## config.mk

```make
export PLATFORM = sky130hd
export DESIGN_NAME = measurement_record_parser
export DESIGN_NICKNAME = d
export VERILOG_FILES = /design/src/hw/rtl/mrp_pkg.sv /design/src/hw/rtl/mrp_ctrl.sv /design/src/hw/rtl/mrp_datapath.sv /design/src/hw/rtl/measurement_record_parser.sv
export SDC_FILE = /design/constraint.sdc
export NUM_CORES = 1
export LEC_CHECK = 0
export ABC_AREA = 1
export BUFFER_PORTS_ARGS = -buffer_cell sky130_fd_sc_hd__buf_2
export CORE_MARGIN = 8
export CORE_UTILIZATION = 35
export DETAILED_ROUTE_END_ITERATION = 8
export HOLD_SLACK_MARGIN = 0.03
export SLEW_MARGIN = 10
export SYNTH_ARGS = -nofsm -noshare
export SYNTH_HDL_FRONTEND = slang
export SYNTH_SLANG_ARGS = --single-unit
```

## constraint.sdc

```tcl
create_clock -name i_clk -period 6 [get_ports i_clk]
set_clock_uncertainty 0.05 [all_clocks]
set_input_delay 0.9 -clock i_clk [delete_from_list [all_inputs] [get_ports i_clk]]
set_output_delay 0.9 -clock i_clk [all_outputs]
set_load 0.005 [all_outputs]
```

## src/hw/rtl/mrp_pkg.sv

```systemverilog
// Shared types and constants for the measurement record parser.
// Used by the controller, the datapath and the top level; no dependencies.
`default_nettype none

package mrp_pkg;

    // Characters that follow a data tag.
    localparam int unsigned FIELD_DIGITS = 4;
    localparam int unsigned CNT_W        = 3;

    localparam int unsigned VAL_W   = 14;
    localparam int unsigned BYTE_W  = 8;
    localparam int unsigned BMI_W   = 31;
    localparam int unsigned KIND_W  = 2;

    // Index arithmetic: numerator 2*w*1e6 + h*h, divisor 2*h*h.
    localparam int unsigned NUM_W    = 35;
    localparam int unsigned SQ_W     = 28;
    localparam int unsigned DIV_W    = 29;
    localparam int unsigned DCNT_W   = 6;
    localparam int unsigned ACC_W    = 18;

    localparam logic [20:0]        SCALE_X2 = 21'd2000000;
    localparam logic [VAL_W-1:0]   VAL_MAX  = 14'd16383;
    localparam logic [BMI_W-1:0]   BMI_MAX  = 31'h7fff_ffff;

    localparam logic [BYTE_W-1:0] CH_0 = 8'h30;
    localparam logic [BYTE_W-1:0] CH_2 = 8'h32;
    localparam logic [BYTE_W-1:0] CH_3 = 8'h33;
    localparam logic [BYTE_W-1:0] CH_4 = 8'h34;
    localparam logic [BYTE_W-1:0] CH_7 = 8'h37;
    localparam logic [BYTE_W-1:0] CH_9 = 8'h39;

    localparam logic [KIND_W-1:0] KIND_WEIGHT = 2'd0;
    localparam logic [KIND_W-1:0] KIND_FOOT   = 2'd1;

    typedef struct packed {
        logic tag_load;
        logic digit;
        logic mul;
        logic add;
        logic div_step;
        logic load_out;
    } t_cmd;

    typedef struct packed {
        logic data_tag;
        logic index_tag;
        logic skip_tag;
        logic last_char;
        logic h_zero;
        logic div_last;
    } t_status;

endpackage

`default_nettype wire

```

## src/hw/rtl/mrp_ctrl.sv

```systemverilog
// Controller for the measurement record parser: record phase tracking,
// index computation sequencing and the output valid flag. Uses mrp_pkg.
`default_nettype none

module mrp_ctrl (
    input  wire              i_clk,
    input  wire              i_rst_n,
    input  wire              i_in_valid,
    output logic             o_in_stall,
    output logic             o_out_valid,
    input  wire              i_out_stall,
    input  mrp_pkg::t_status i_status,
    output mrp_pkg::t_cmd    o_cmd
);
    import mrp_pkg::*;

    typedef enum logic [2:0] {
        PH_TAG    = 3'b001,
        PH_DIGITS = 3'b010,
        PH_SKIP   = 3'b100
    } t_phase;

    typedef enum logic [4:0] {
        S_IDLE = 5'b00001,
        S_MUL  = 5'b00010,
        S_ADD  = 5'b00100,
        S_DIV  = 5'b01000,
        S_DONE = 5'b10000
    } t_state;

    t_phase r_phase, n_phase;
    t_state r_state, n_state;
    logic   r_out_valid, n_out_valid;
    logic   in_accept;
    logic   out_free;

    assign o_in_stall  = (r_state != S_IDLE);
    assign o_out_valid = r_out_valid;
    assign in_accept   = i_in_valid && (r_state == S_IDLE);
    assign out_free    = !r_out_valid || !i_out_stall;

    always_comb begin
        n_phase = r_phase;
        n_state = r_state;
        o_cmd   = '0;
        unique case (r_state)
            S_IDLE: begin
                if (in_accept) begin
                    unique case (r_phase)
                        PH_DIGITS: begin
                            o_cmd.digit = 1'b1;
                            if (i_status.last_char) begin
                                n_phase = PH_SKIP;
                            end
                        end
                        PH_SKIP: n_phase = PH_TAG;
                        PH_TAG: begin
                            priority if (i_status.data_tag) begin
                                o_cmd.tag_load = 1'b1;
                                n_phase        = PH_DIGITS;
                            end else if (i_status.index_tag) begin
                                n_phase = PH_SKIP;
                                n_state = S_MUL;
                            end else if (i_status.skip_tag) begin
                                n_phase = PH_SKIP;
                            end else begin
                                // Unknown tags are dropped.
                                n_phase = PH_TAG;
                            end
                        end
                        default: n_phase = PH_TAG;
                    endcase
                end
            end
            S_MUL: begin
                o_cmd.mul = 1'b1;
                n_state   = i_status.h_zero ? S_DONE : S_ADD;
            end
            S_ADD: begin
                o_cmd.add = 1'b1;
                n_state   = S_DIV;
            end
            S_DIV: begin
                o_cmd.div_step = 1'b1;
                if (i_status.div_last) begin
                    n_state = S_DONE;
                end
            end
            S_DONE: begin
                if (out_free) begin
                    o_cmd.load_out = 1'b1;
                    n_state        = S_IDLE;
                end
            end
            default: n_state = S_IDLE;
        endcase
    end

    always_comb begin
        n_out_valid = r_out_valid;
        if (r_out_valid && !i_out_stall) begin
            n_out_valid = 1'b0;
        end
        if (o_cmd.load_out) begin
            n_out_valid = 1'b1;
        end
    end

    always_ff @(posedge i_clk) begin
        if (!i_rst_n) begin
            r_phase     <= PH_TAG;
            r_state     <= S_IDLE;
            r_out_valid <= 1'b0;
        end else begin
            r_phase     <= n_phase;
            r_state     <= n_state;
            r_out_valid <= n_out_valid;
        end
    end

    // A new result never overwrites one that is still waiting.
    a_no_overwrite: assert property (@(posedge i_clk) disable iff (!i_rst_n)
        o_cmd.load_out |-> (!r_out_valid || !i_out_stall))
        else $error("result loaded over a pending transaction");

    // An index tag accepted in tag phase starts the computation.
    a_index_starts: assert property (@(posedge i_clk) disable iff (!i_rst_n)
        (in_accept && r_phase == PH_TAG && i_status.index_tag) |=> (r_state == S_MUL))
        else $error("index tag did not start the computation");

    // The divider only leaves its loop toward the output stage.
    a_div_exit: assert property (@(posedge i_clk) disable iff (!i_rst_n)
        (r_state == S_DIV) |=> (r_state == S_DIV || r_state == S_DONE))
        else $error("divider loop left unexpectedly");

    // Input is held off for the whole computation.
    a_stall_busy: assert property (@(posedge i_clk) disable iff (!i_rst_n)
        (r_state == S_MUL) |=> o_in_stall)
        else $error("input accepted during index computation");

endmodule

`default_nettype wire

```

## src/hw/rtl/mrp_datapath.sv

```systemverilog
// Datapath for the measurement record parser: digit accumulation, stored
// values, index multiply, restoring divider and output register. Uses mrp_pkg.
`default_nettype none

module mrp_datapath (
    input  wire                         i_clk,
    input  wire                         i_rst_n,
    input  wire  [mrp_pkg::BYTE_W-1:0]  i_rx_byte,
    input  mrp_pkg::t_cmd               i_cmd,
    output mrp_pkg::t_status            o_status,
    output logic [mrp_pkg::BMI_W-1:0]   o_bmi,
    output logic                        o_bmi_valid,
    output logic                        o_bmi_saturated,
    output logic [mrp_pkg::VAL_W-1:0]   o_weight,
    output logic [mrp_pkg::VAL_W-1:0]   o_height,
    output logic [mrp_pkg::VAL_W-1:0]   o_foot
);
    import mrp_pkg::*;

    logic [KIND_W-1:0] r_kind;
    logic [CNT_W-1:0]  r_char_count;
    logic [CNT_W-1:0]  n_char_count;
    logic [VAL_W-1:0]  r_acc, n_acc;
    logic              r_stopped;
    logic [VAL_W-1:0]  r_weight, r_height, r_foot;
    logic [BMI_W-1:0]  r_index, n_index;

    logic [NUM_W-1:0]  r_wprod;
    logic [SQ_W-1:0]   r_h2;
    logic [NUM_W-1:0]  r_quo;
    logic [DIV_W-1:0]  r_divisor;
    logic [DIV_W-1:0]  r_rem;
    logic [DCNT_W-1:0] r_div_cnt;

    logic [BMI_W-1:0]  r_bmi;
    logic              r_bmi_valid, r_bmi_sat;
    logic [VAL_W-1:0]  r_out_weight, r_out_height, r_out_foot;

    logic              is_digit;
    logic [3:0]        digit_val;
    logic [ACC_W-1:0]  acc_sum;
    logic [DIV_W:0]    trial;
    logic [DIV_W:0]    trial_diff;
    logic              quo_sat;

    assign is_digit  = (i_rx_byte >= CH_0) && (i_rx_byte <= CH_9);
    assign digit_val = 4'(i_rx_byte - CH_0);
    assign acc_sum   = ACC_W'(r_acc) * ACC_W'(10) + ACC_W'(digit_val);

    always_comb begin
        n_acc = r_acc;
        if (!r_stopped && is_digit) begin
            n_acc = (acc_sum > ACC_W'(VAL_MAX)) ? VAL_MAX : acc_sum[VAL_W-1:0];
        end
    end

    assign n_char_count = r_char_count + CNT_W'(1);

    // One restoring step: bring down the next numerator bit, subtract if it fits.
    assign trial      = {r_rem, r_quo[NUM_W-1]};
    assign trial_diff = trial - {1'b0, r_divisor};

    assign quo_sat = (r_quo[NUM_W-1:BMI_W] != '0);
    assign n_index = o_status.h_zero ? r_index : (quo_sat ? BMI_MAX : r_quo[BMI_W-1:0]);

    always_comb begin
        o_status.data_tag  = (i_rx_byte >= CH_0) && (i_rx_byte <= CH_2);
        o_status.index_tag = (i_rx_byte == CH_3);
        o_status.skip_tag  = (i_rx_byte >= CH_4) && (i_rx_byte <= CH_7);
        o_status.last_char = (n_char_count >= CNT_W'(FIELD_DIGITS));
        o_status.h_zero    = (r_height == '0);
        o_status.div_last  = (r_div_cnt == DCNT_W'(NUM_W - 1));
    end

    // Parser and measurement state.
    always_ff @(posedge i_clk) begin
        if (!i_rst_n) begin
            r_kind       <= '0;
            r_char_count <= '0;
            r_acc        <= '0;
            r_stopped    <= 1'b0;
            r_weight     <= '0;
            r_height     <= '0;
            r_foot       <= '0;
            r_index      <= '0;
        end else begin
            if (i_cmd.tag_load) begin
                r_kind       <= KIND_W'(i_rx_byte - CH_0);
                r_char_count <= '0;
                r_acc        <= '0;
                r_stopped    <= 1'b0;
            end
            if (i_cmd.digit) begin
                r_acc        <= n_acc;
                r_char_count <= n_char_count;
                if (!(!r_stopped && is_digit)) begin
                    r_stopped <= 1'b1;
                end
                if (o_status.last_char) begin
                    priority if (r_kind == KIND_WEIGHT) begin
                        r_weight <= n_acc;
                    end else if (r_kind == KIND_FOOT) begin
                        r_foot <= n_acc;
                    end else begin
                        r_height <= n_acc;
                    end
                end
            end
            if (i_cmd.load_out) begin
                r_index <= n_index;
            end
        end
    end

    // Index arithmetic; payload only, sequenced by the controller.
    always_ff @(posedge i_clk) begin
        if (i_cmd.mul) begin
            r_wprod <= NUM_W'(r_weight) * NUM_W'(SCALE_X2);
            r_h2    <= SQ_W'(r_height) * SQ_W'(r_height);
        end
        if (i_cmd.add) begin
            r_quo     <= r_wprod + NUM_W'(r_h2);
            r_divisor <= {r_h2, 1'b0};
            r_rem     <= '0;
            r_div_cnt <= '0;
        end
        if (i_cmd.div_step) begin
            r_div_cnt <= r_div_cnt + DCNT_W'(1);
            if (!trial_diff[DIV_W]) begin
                r_rem <= trial_diff[DIV_W-1:0];
                r_quo <= {r_quo[NUM_W-2:0], 1'b1};
            end else begin
                r_rem <= trial[DIV_W-1:0];
                r_quo <= {r_quo[NUM_W-2:0], 1'b0};
            end
        end
    end

    // Output register, loaded only when the previous transaction is gone.
    always_ff @(posedge i_clk) begin
        if (i_cmd.load_out) begin
            r_bmi        <= n_index;
            r_bmi_valid  <= !o_status.h_zero;
            r_bmi_sat    <= !o_status.h_zero && quo_sat;
            r_out_weight <= r_weight;
            r_out_height <= r_height;
            r_out_foot   <= r_foot;
        end
    end

    assign o_bmi           = r_bmi;
    assign o_bmi_valid     = r_bmi_valid;
    assign o_bmi_saturated = r_bmi_sat;
    assign o_weight        = r_out_weight;
    assign o_height        = r_out_height;
    assign o_foot          = r_out_foot;

    // A saturated index is always reported at the top of the range.
    a_sat_max: assert property (@(posedge i_clk) disable iff (!i_rst_n)
        (i_cmd.load_out && !o_status.h_zero && quo_sat) |=> (r_index == BMI_MAX))
        else $error("saturated index not clamped");

    // Height zero keeps the previous index.
    a_keep_index: assert property (@(posedge i_clk) disable iff (!i_rst_n)
        (i_cmd.load_out && o_status.h_zero) |=> (r_index == $past(r_index)))
        else $error("index changed with zero height");

    // The remainder stays below the divisor throughout the division.
    a_rem_bound: assert property (@(posedge i_clk) disable iff (!i_rst_n)
        $past(i_cmd.div_step) |-> (r_rem < r_divisor))
        else $error("divider remainder out of range");

endmodule

`default_nettype wire

```

## src/hw/rtl/measurement_record_parser.sv

```systemverilog
// Measurement record parser: a data byte or skip byte is taken without stalling; input stalls while
// the index is computed and while its result waits for the output to take it.
// An index tag reaches o_out_valid through multiply, add, a 35-step restoring divider and the
// output load; at height zero the add and the divider are skipped.
// Sustained rate: one byte per cycle while no index record holds the input stalled.
// Synchronous active-low reset returns the parser to awaiting a tag with stored weight, height, foot and index zero.
`default_nettype none

module measurement_record_parser (
    input  wire                         i_clk,
    input  wire                         i_rst_n,
    input  wire                         i_in_valid,
    output logic                        o_in_stall,
    input  wire  [mrp_pkg::BYTE_W-1:0]  i_rx_byte,
    output logic                        o_out_valid,
    input  wire                         i_out_stall,
    output logic [mrp_pkg::BMI_W-1:0]   o_bmi,
    output logic                        o_bmi_valid,
    output logic                        o_bmi_saturated,
    output logic [mrp_pkg::VAL_W-1:0]   o_weight,
    output logic [mrp_pkg::VAL_W-1:0]   o_height,
    output logic [mrp_pkg::VAL_W-1:0]   o_foot
);
    import mrp_pkg::*;

    t_cmd    cmd;
    t_status status;

    mrp_ctrl u_ctrl (
        .i_clk       (i_clk),
        .i_rst_n     (i_rst_n),
        .i_in_valid  (i_in_valid),
        .o_in_stall  (o_in_stall),
        .o_out_valid (o_out_valid),
        .i_out_stall (i_out_stall),
        .i_status    (status),
        .o_cmd       (cmd)
    );

    mrp_datapath u_datapath (
        .i_clk           (i_clk),
        .i_rst_n         (i_rst_n),
        .i_rx_byte       (i_rx_byte),
        .i_cmd           (cmd),
        .o_status        (status),
        .o_bmi           (o_bmi),
        .o_bmi_valid     (o_bmi_valid),
        .o_bmi_saturated (o_bmi_saturated),
        .o_weight        (o_weight),
        .o_height        (o_height),
        .o_foot          (o_foot)
    );

endmodule

`default_nettype wire
```

---- Word level (Yosys, flattened, before mapping) ----
Cells that the tools add are included.
storage, ports and cells
  logic and storage cells ................. 126
  input port bits ......................... 12
  output and inout port bits .............. 77
  register bits after elaboration ......... 331
operators by class
  add/sub/neg operators ................... 6
  bitwise logic cells ..................... 2
  magnitude comparators ................... 7
  eq/ne operators ......................... 18
  multiply operators ...................... 3
  reductions and logical operators ........ 23
  muxes and demuxes ....................... 44
operators with widths
  operator                                                            count
  2-to-1 mux 29 bit                                                   3
  2-to-1 mux 35 bit                                                   2
  2-to-1 mux 31 bit                                                   2
  2-to-1 mux 14 bit                                                   4
  adder 35 x 28 -> 35 bit                                             1
  2-to-1 mux 5 bit                                                    7
  subtractor 30 x 29 -> 30 bit                                        1
  multiplier 14 x 14 -> 28 bit                                        1
  multiplier 14 x 14 -> 28 bit (second input constant)                1
  case mux 5 bit (5 select lines)                                     1
  less-or-equal comparator 8 x 6 -> 1 bit (second input constant)     3
  adder 18 x 4 -> 18 bit                                              1
  greater-than comparator 18 x 14 -> 1 bit (second input constant)    1
  2-to-1 mux 3 bit                                                    6
  multiplier 14 x 3 -> 17 bit (second input constant)                 1
  greater-or-equal comparator 8 x 6 -> 1 bit (second input constant)  2
  zero test 14 bit                                                    1
  2-to-1 mux 1 bit                                                    14
  2-to-1 mux 6 bit                                                    2
  inequality test 2 bit (second input constant)                       5
  equality test 8 x 6 -> 1 bit (second input constant)                1
  AND reduction 4 bit                                                 2
  logical AND 1 bit                                                   7
  adder 6 x 1 -> 6 bit (second input constant)                        1
  other kinds (24)                                                    33

---- Logic depth before layout (Yosys ltp) ----
Gate-level depths: netlist of run 1.
  depth in word-level cells ............... 9
  gate-level depth with buffers ........... 27
  depth with buffers taken out ............ 27

---- Hierarchy ----
A second synthesis of run 1 with hierarchy kept.
unflattened totals
  cells, all modules ...................... 2821
  area, all modules ....................... 25369.3 µm²
by module, submodules not included
  module        cells each  instances  sequential area each (µm²)  area each (µm²)
  mrp_datapath  2734        1          8678.3                      24788.8
  mrp_ctrl      87          1          180.2                       580.6

---- Worst setup path after synthesis of run 1 ----
Ideal clock, no wire load.
  kind .................................... register to register
  from .................................... register u_datapath.r_height[11]
  to ...................................... register u_datapath.r_h2[20] (data pin)
  required time ........................... 5.685 ns
  library setup time ...................... 0.265 ns
  period minus slack after synthesis ...... 5.909 ns
  path buffers ............................ 2
  setup slack ............................. 0.091 ns
  data arrival time ....................... 5.594 ns
  stages on the path, launching flop included .. 21
  cells stage by stage .................... dfxtp_1 clkbuf_1 clkbuf_1 nand2_1 fa_1 fa_1 inv_1 fa_1 fa_1 fa_1 inv_1 fa_1 inv_1 ha_1 a21oi_1 o21ai_0 a21oi_1 o21ai_0 a21boi_1 o21ai_0 xor2_1
on the way
  longest elaborated chain between the ends .. 1
RTL lines
  what                          RTL line             source
  start, declared               mrp_datapath.sv:25   logic [VAL_W-1:0] r_weight, r_height, r_foot;
  start signal, assigned        mrp_datapath.sv:105  r_height <= n_acc;
  multiplier 14 x 14 -> 28 bit  mrp_datapath.sv:119  r_h2 <= SQ_W'(r_height) * SQ_W'(r_height);
  end signal, assigned          mrp_datapath.sv:119
  end, declared                 mrp_datapath.sv:29   logic [SQ_W-1:0] r_h2;
No other way between the ends.
A chain may end at the register's enable or synchronous reset.

---- Final worst setup path of run 1 ----
  from .................................... register u_datapath.r_height[7]
  to ...................................... register u_datapath.r_h2[20] (data pin)
The elaborated chain is that of the path after synthesis.

==> flow_metrics.py, run 1 <==
metrics = {
    "worst_setup_path": {
        "setup.worst_path.class": "reg -> reg",
        "start_kind": "flip-flop",
        "endpoint_kind": "flip-flop",
        "ff2ff_setup_slack_ns": 0.37,
        "ff2ff_path_depth": 20,
        "startpoint": "u_datapath.r_height[7]",
        "crit_end": "u_datapath.r_h2[20]",
        "critPathRequiredTime_ns": 6.26,
        "cp_data_arrival_time_ns": 5.89,
        "worstReg2RegEnd": "u_datapath.r_h2[20]",
        "critPathMaxFanout": 7,
        "regToRegStartpoint": "u_datapath.r_height[7]",
    },
    "layout": {
        "final_cell_mix": "inv_1 (491), nand2_1 (440), ha_1 (267)",
        "area_growth_pct": 11.5,
        "multi_input_area_um2": 14200,
        "final_util": 0.394,
        "nFillCells": 7175,
        "drive_above_1_share": 0.106,
        "seqCellArea_um2": 8860,
        "final_nets": 3316,
        "layout_commonest_cell": "inv_1",
    },
    "timing": {
        "worst_slew_pin_slew_ns": 1.14,
        "setup_viol": 0,
        "min_period_ns": 5.63,
        "final.setup.tns_ns": 0,
        "slew_viol_final": 0,
        "hold_violations": 0,
        "maxSlewHeadroom": 0.242,
        "period_share": 0.938,
        "grt_setup_unrepaired": "no",
        "max_freq_ghz": 0.178,
    },
    "detailed_routing": {
        "via_per_inst": 4.77,
        "vias": 18400,
        "drc_errors": 0,
        "wl_mm": 57.7,
        "dr.pass1.iters": 5,
        "drt_iter0_drc": 1142,
        "wire_per_inst_um": 15.0,
        "detail-route-antenna-nets": 0,
    },
    "cts": {
        "cts_buffer_depth": 3,
        "htreeDepth": 2,
        "ctsHoldBuffers": 0,
        "clk_latency_ns": 0.57,
        "clk_pin_slew_worst_paths_ns": 0.06,
        "numCtsBuffers": 37,
        "cts_tree": "built",
        "root_buffer": "clkbuf_16",
        "cts_num_sinks": 329,
    },
    "grt": {
        "grt_max_degree": 75,
        "overflow": 0,
        "antenna_found_initial": 2,
        "grt_pass1_wl_mm": 94.4,
        "grt.total_usage": 0.140,
        "grt_pass1_vias": 17900,
    },
    "floorplan": {
        "io_pins": 89,
        "die_width_um": 284,
        "rows": 98,
        "fp.coreArea_um2": 71400,
        "fp.dieArea_um2": 80900,
        "start_util": 0.353,
        "die_y_um": 284,
    },
    "power": {
        "p_per_area_nw_per_um2": 178,
        "finalPower_mw": 5.00,
        "leakagePower_nw": 13.4,
        "ir_drop_mv": 0.170,
    },
    "synthesis": {
        "synth_edf_count": 227,
        "synthFlopType": "edfxtp_1",
        "netlist_area_um2": 25200,
        "synth-async-reset-ratio": 0,
        "seq_area_frac_synth": 0.351,
        "synth_cell_types": 55,
        "synth_seq_cells": 329,
        "yosys_warnings": 0,
        "synthCells": 2780,
        "syn_area_per_cell_um2": 9.07,
        "syn_nets": 3223,
    },
    "placed_design": {
        "dpl.hpwl_mm": 44.4,
        "place.gp.congestion": 0.874,
        "placement.io_buffers": 88,
    },
    "run_status": {
        "status": "completed",
    },
    "flow_run": {
        "drv_cap": 0,
    },
    "worst_hold_path": {
        "hp-class": "reg -> reg",
    },
}
area by class of cell:
type / count / share of cell area
timing repair buffer: 126 / 0.0259
tap: 950 / 0.0423
multi-input combinational: 1882 / 0.505
antenna: 1 / 0.0000890
clock inverter: 23 / 0.00930
clock buffer: 45 / 0.0358
inverter: 497 / 0.0663
sequential: 329 / 0.315
metal layers:
metal  global-route usage  share of wire
met1                0.201           0.50
met2                0.222           0.44
met3               0.0219          0.046
met4               0.0306          0.019
met5                    0              0
cell families (layout without fill, tap and decap cells):
family / after synthesis / count (layout) / share of synthesized area
xor gates and xnor gates: 100 / 100 / 0.0347
DFF: 329 / 329 / 0.351
AOI/OAI and AO/OA: 561 / 561 / 0.120
adders and majority gates: 431 / 431 / 0.262
muxes: 1 / 1 / 0.000446
and+or+nand+nor: 789 / 789 / 0.145
other: 0 / 1 / 0
buffers and inverters: 569 / 691 / 0.0867
sequential cells by signal (all words and copies together), names as in the netlist, 27 cells and up:
| signal | cells |
|---|---|
| u_datapath.r_index | 31 |
| u_datapath.r_h2 | 27 |
| u_datapath.r_rem | 29 |
| u_datapath.o_bmi | 31 |
| u_datapath.r_quo | 35 |
| u_datapath.r_wprod | 28 |
| u_datapath.r_divisor | 27 |
stage by stage:
stage	setup WS (ns)	instances	cell area [µm²]	hold slack, ns
after floorplan	0.0907	2780	25200	0.353
final	0.369	3853	28100	0.386
after global routing	0.00654	3852	28100	0.391
after global placement	0.177	3784	26800	0.365
after CTS	0.0780	3852	28100	0.386
after detailed placement	0.0696	3784	26800	0.360
critical path: stages (launching register included):
cell and delay, ns:
dfxtp_1 0.44, nand2_1 0.11, fa_1 0.54, fa_1 0.52, inv_1 0.05, fa_1 0.49, inv_1 0.05, fa_1 0.47
inv_1 0.05, fa_1 0.53, inv_1 0.05, fa_1 0.50, inv_1 0.04, ha_1 0.35, a21oi_1 0.19, o21ai_1 0.14
a21oi_2 0.18, o21ai_1 0.13, a21boi_2 0.21, o21ai_0 0.12, xor2_1 0.16
cells in the mapped netlist (7+ instances only):
| cell | number | area (µm²) |
|---|---|---|
| a31oi_1 | 13 | 81.3 |
| nand4_1 | 32 | 200 |
| dfxtp_1 | 102 | 2040 |
| inv_1 | 492 | 1850 |
| nor2_2 | 8 | 50.1 |
| ha_1 | 268 | 3350 |
| nor3_1 | 23 | 115 |
| o21bai_1 | 15 | 113 |
| fa_1 | 163 | 3260 |
| nand2_1 | 441 | 1660 |
| a21oi_2 | 9 | 78.8 |
| xor2_1 | 55 | 482 |
| xnor2_1 | 45 | 394 |
| nand3_1 | 91 | 455 |
| a21oi_1 | 231 | 1160 |
| nand3_4 | 9 | 158 |
| nand2_2 | 28 | 175 |
| o21ai_1 | 14 | 70.1 |
| buf_2 | 9 | 45.0 |
| o21ai_0 | 235 | 1180 |
| nor2_1 | 97 | 364 |
| nor4_1 | 11 | 68.8 |
| a211oi_1 | 7 | 52.6 |
| clkbuf_1 | 54 | 203 |
| a21o_1 | 9 | 67.6 |
| or2_2 | 27 | 169 |
| edfxtp_1 | 227 | 6820 |
repair_timing:
action	4_1_cts	5_1_grt
endpoints found under the setup margin	0	7
gates resized for setup	0	10
buffers inserted	0	0
report_power, final:
group	leakage (nW)	internal, mW	total, mW	switching [mW]
clock network	0.623	1.35	2.34	0.994
logic	10.1	0.0609	0.186	0.125
registers	2.61	2.46	2.47	0.0177
how the worst min path moves through the flow:
| stage | endpoint | cells past startpoint | start |
|---|---|---|---|
| floorplan | u_datapath.o_foot[0] | 0 | u_datapath.r_foot[0] |
| global placement | u_datapath.o_foot[10] | 0 | u_datapath.r_foot[10] |
| detailed placement | u_datapath.o_foot[10] | 0 | u_datapath.r_foot[10] |
| CTS | u_datapath.o_foot[1] | 0 | u_datapath.r_foot[1] |
| global route | u_datapath.o_foot[1] | 0 | u_datapath.r_foot[1] |
| finish | u_datapath.o_foot[7] | 0 | u_datapath.r_foot[7] |
Power figures use the tool's default switching activity.
==> run 2: changes to the inputs <==
Settings changed: CORE_UTILIZATION 35 to 37, GPL_ROUTABILITY_DRIVEN from default to 0.
==> run 2 against run 1 <==
  * Final cell count down 1.9%
  * Setup slack worse by 0.043 ns
  * Sequential share of layout area up 0.094 points
  * Combinational power about the same
  * Core utilization up 2.3 points
  * Wire length up 0.22%
  * First-iteration DRC count about the same
==> flow_metrics.py, run 2 (synthesis results as in run 1) <==
metrics = {
    "cts": {
        "numCtsBuffers": 38,
        "root_buffer": "clkbuf_16",
        "cts_num_sinks": 329,
        "cts_setup_buffers": 0,
        "clk_pin_slew_worst_paths_ns": 0.06,
        "htreeDepth": 2,
        "clk_latency_ns": 0.56,
        "cts_tree": "built",
        "cts_buffer_depth": 3,
    },
    "timing": {
        "period_share": 0.946,
        "min_period_ns": 5.67,
        "whs_ns": 0.379,
        "worst_slew_pin_slew_ns": 1.07,
        "maxSlewHeadroom": 0.284,
        "grt_setup_unrepaired": "no",
        "hold_violations": 0,
        "setup_viol": 0,
        "final.setup.tns_ns": 0,
        "layout_setup_ws_ns": 0.326,
        "slew_viol_final": 0,
        "max_freq_ghz": 0.176,
    },
    "grt": {
        "grt_pass1_vias": 18300,
        "overflow": 0,
        "antenna_found_initial": 0,
        "grt_max_degree": 75,
        "grt.total_usage": 0.149,
        "grt_pass1_wl_mm": 95.4,
    },
    "worst_hold_path": {
        "hp-class": "reg -> reg",
    },
    "placed_design": {
        "place_ws_ns": 0.163,
        "placement.io_buffers": 88,
        "dpl.hpwl_mm": 44.9,
        "place_inst": 3709,
    },
    "worst_setup_path": {
        "critPathMaxStageDelay_ns": 0.50,
        "critPathMaxFanout": 11,
        "crit_chain": "buf_4, nand2_1, fa_1, inv_1, fa_1, fa_1, fa_1, fa_1, ha_1, ha_1, a21oi_1, o21ai_0, a221oi_1, o211ai_1, nand3_1, nand2_1, xor2_1",
        "start_kind": "flip-flop",
        "crit_top_cell": "fa_1",
        "setup.worst_path.class": "reg -> reg",
        "ff2ff_setup_slack_ns": 0.33,
        "endpoint_kind": "flip-flop",
        "cp_data_arrival_time_ns": 5.93,
        "critPathRequiredTime_ns": 6.26,
        "slowest_stage": "fa_1",
    },
    "layout": {
        "final_nets": 3319,
        "n_antenna_cell": 0,
        "final_cell_mix": "inv_1 (491), nand2_1 (440), ha_1 (267)",
        "layout.cells.non_filler": 3779,
        "nFillCells": 6644,
        "final_util": 0.417,
        "largest_register_ffs": 35,
        "regMostFlops": "u_datapath.r_quo",
        "area_growth_pct": 11.2,
        "drive_above_1_share": 0.103,
        "layout_commonest_cell": "inv_1",
    },
    "floorplan": {
        "fp.coreArea_um2": 67300,
        "io_pins": 89,
        "start_util": 0.375,
        "rows": 95,
        "die_width_um": 277,
        "fp.dieArea_um2": 76800,
        "die_y_um": 277,
    },
    "detailed_routing": {
        "dr.pass1.iters": 5,
        "vias": 18300,
        "drt_iter0_drc": 1141,
        "via_per_inst": 4.85,
        "wl_mm": 57.8,
        "drc_errors": 0,
        "detail-route-antenna-nets": 0,
        "wire_per_inst_um": 15.3,
    },
    "run_status": {
        "status": "completed",
    },
    "power": {
        "leakagePower_nw": 13.4,
        "p_per_area_nw_per_um2": 178,
        "ir_drop_mv": 0.155,
    },
    "flow_run": {
        "drv_cap": 0,
    },
}
-- run 2: layer usage --
metal | track usage | up-vias | wire length (µm) | part of all wire
li1 | - | 9408 | - | -
met1 | 0.206 | 8524 | 28100 | 0.49
met2 | 0.240 | 321 | 25700 | 0.44
met3 | 0.0267 | 73 | 2680 | 0.046
met4 | 0.0394 | 0 | 1340 | 0.023
met5 | 0 | - | 0 | 0
-- run 2: critical path: cells and delay by family (launching register included) --
kind                       cells  cell delay (ns)
AOI/OAI and AO/OA              4             0.98
buffers and inverters          2             0.31
DFF                            1             0.42
xor gates and xnor gates       1             0.13
adders and majority gates      7             3.24
and+or+nand+nor                3             0.30
-- run 2: where the power goes --
group          switching, mW  internal, mW  total [mW]
sequential            0.0183          2.46        2.47
clock                  0.975          1.35        2.32
combinational          0.122        0.0614       0.184
-- run 2: layout make-up --
| class | instances | area (µm²) | share of cell area |
|---|---|---|---|
| tap | 873 | 1090 | 0.0390 |
| timing repair buffer | 128 | 766 | 0.0273 |
| sequential | 329 | 8860 | 0.316 |
| clock buffer | 45 | 1010 | 0.0360 |
| clock inverter | 25 | 231 | 0.00825 |
| multi-input combinational | 1882 | 14200 | 0.507 |
| inverter | 497 | 1870 | 0.0665 |
-- run 2: final timing paths --
path / startpoint / endpoint / depth (start not counted)
hold / removal: u_datapath.r_foot[10] / u_datapath.o_foot[10] / 0
hold reg to reg: u_datapath.r_foot[10] / u_datapath.o_foot[10] / 0
setup / recovery: u_datapath.r_height[7] / u_datapath.r_h2[26] / 17
setup reg to reg: u_datapath.r_height[7] / u_datapath.r_h2[26] / 17
-- run 2: repair_timing --
item | in CTS | in global routing
hold buffers | 0 | 0
gates resized for setup | 0 | 9
setup endpoints to repair | 0 | 6
-- run 2: per-stage QoR --
| stage | power (mW) | cell area (µm²) |
|---|---|---|
| final | 4.98 | 28000 |
| after detailed placement | 2.71 | 26800 |
| after floorplan | 2.63 | 25200 |
| after global routing | 5.15 | 28000 |
| after global placement | 2.70 | 26800 |
| after CTS | 5.05 | 28000 |
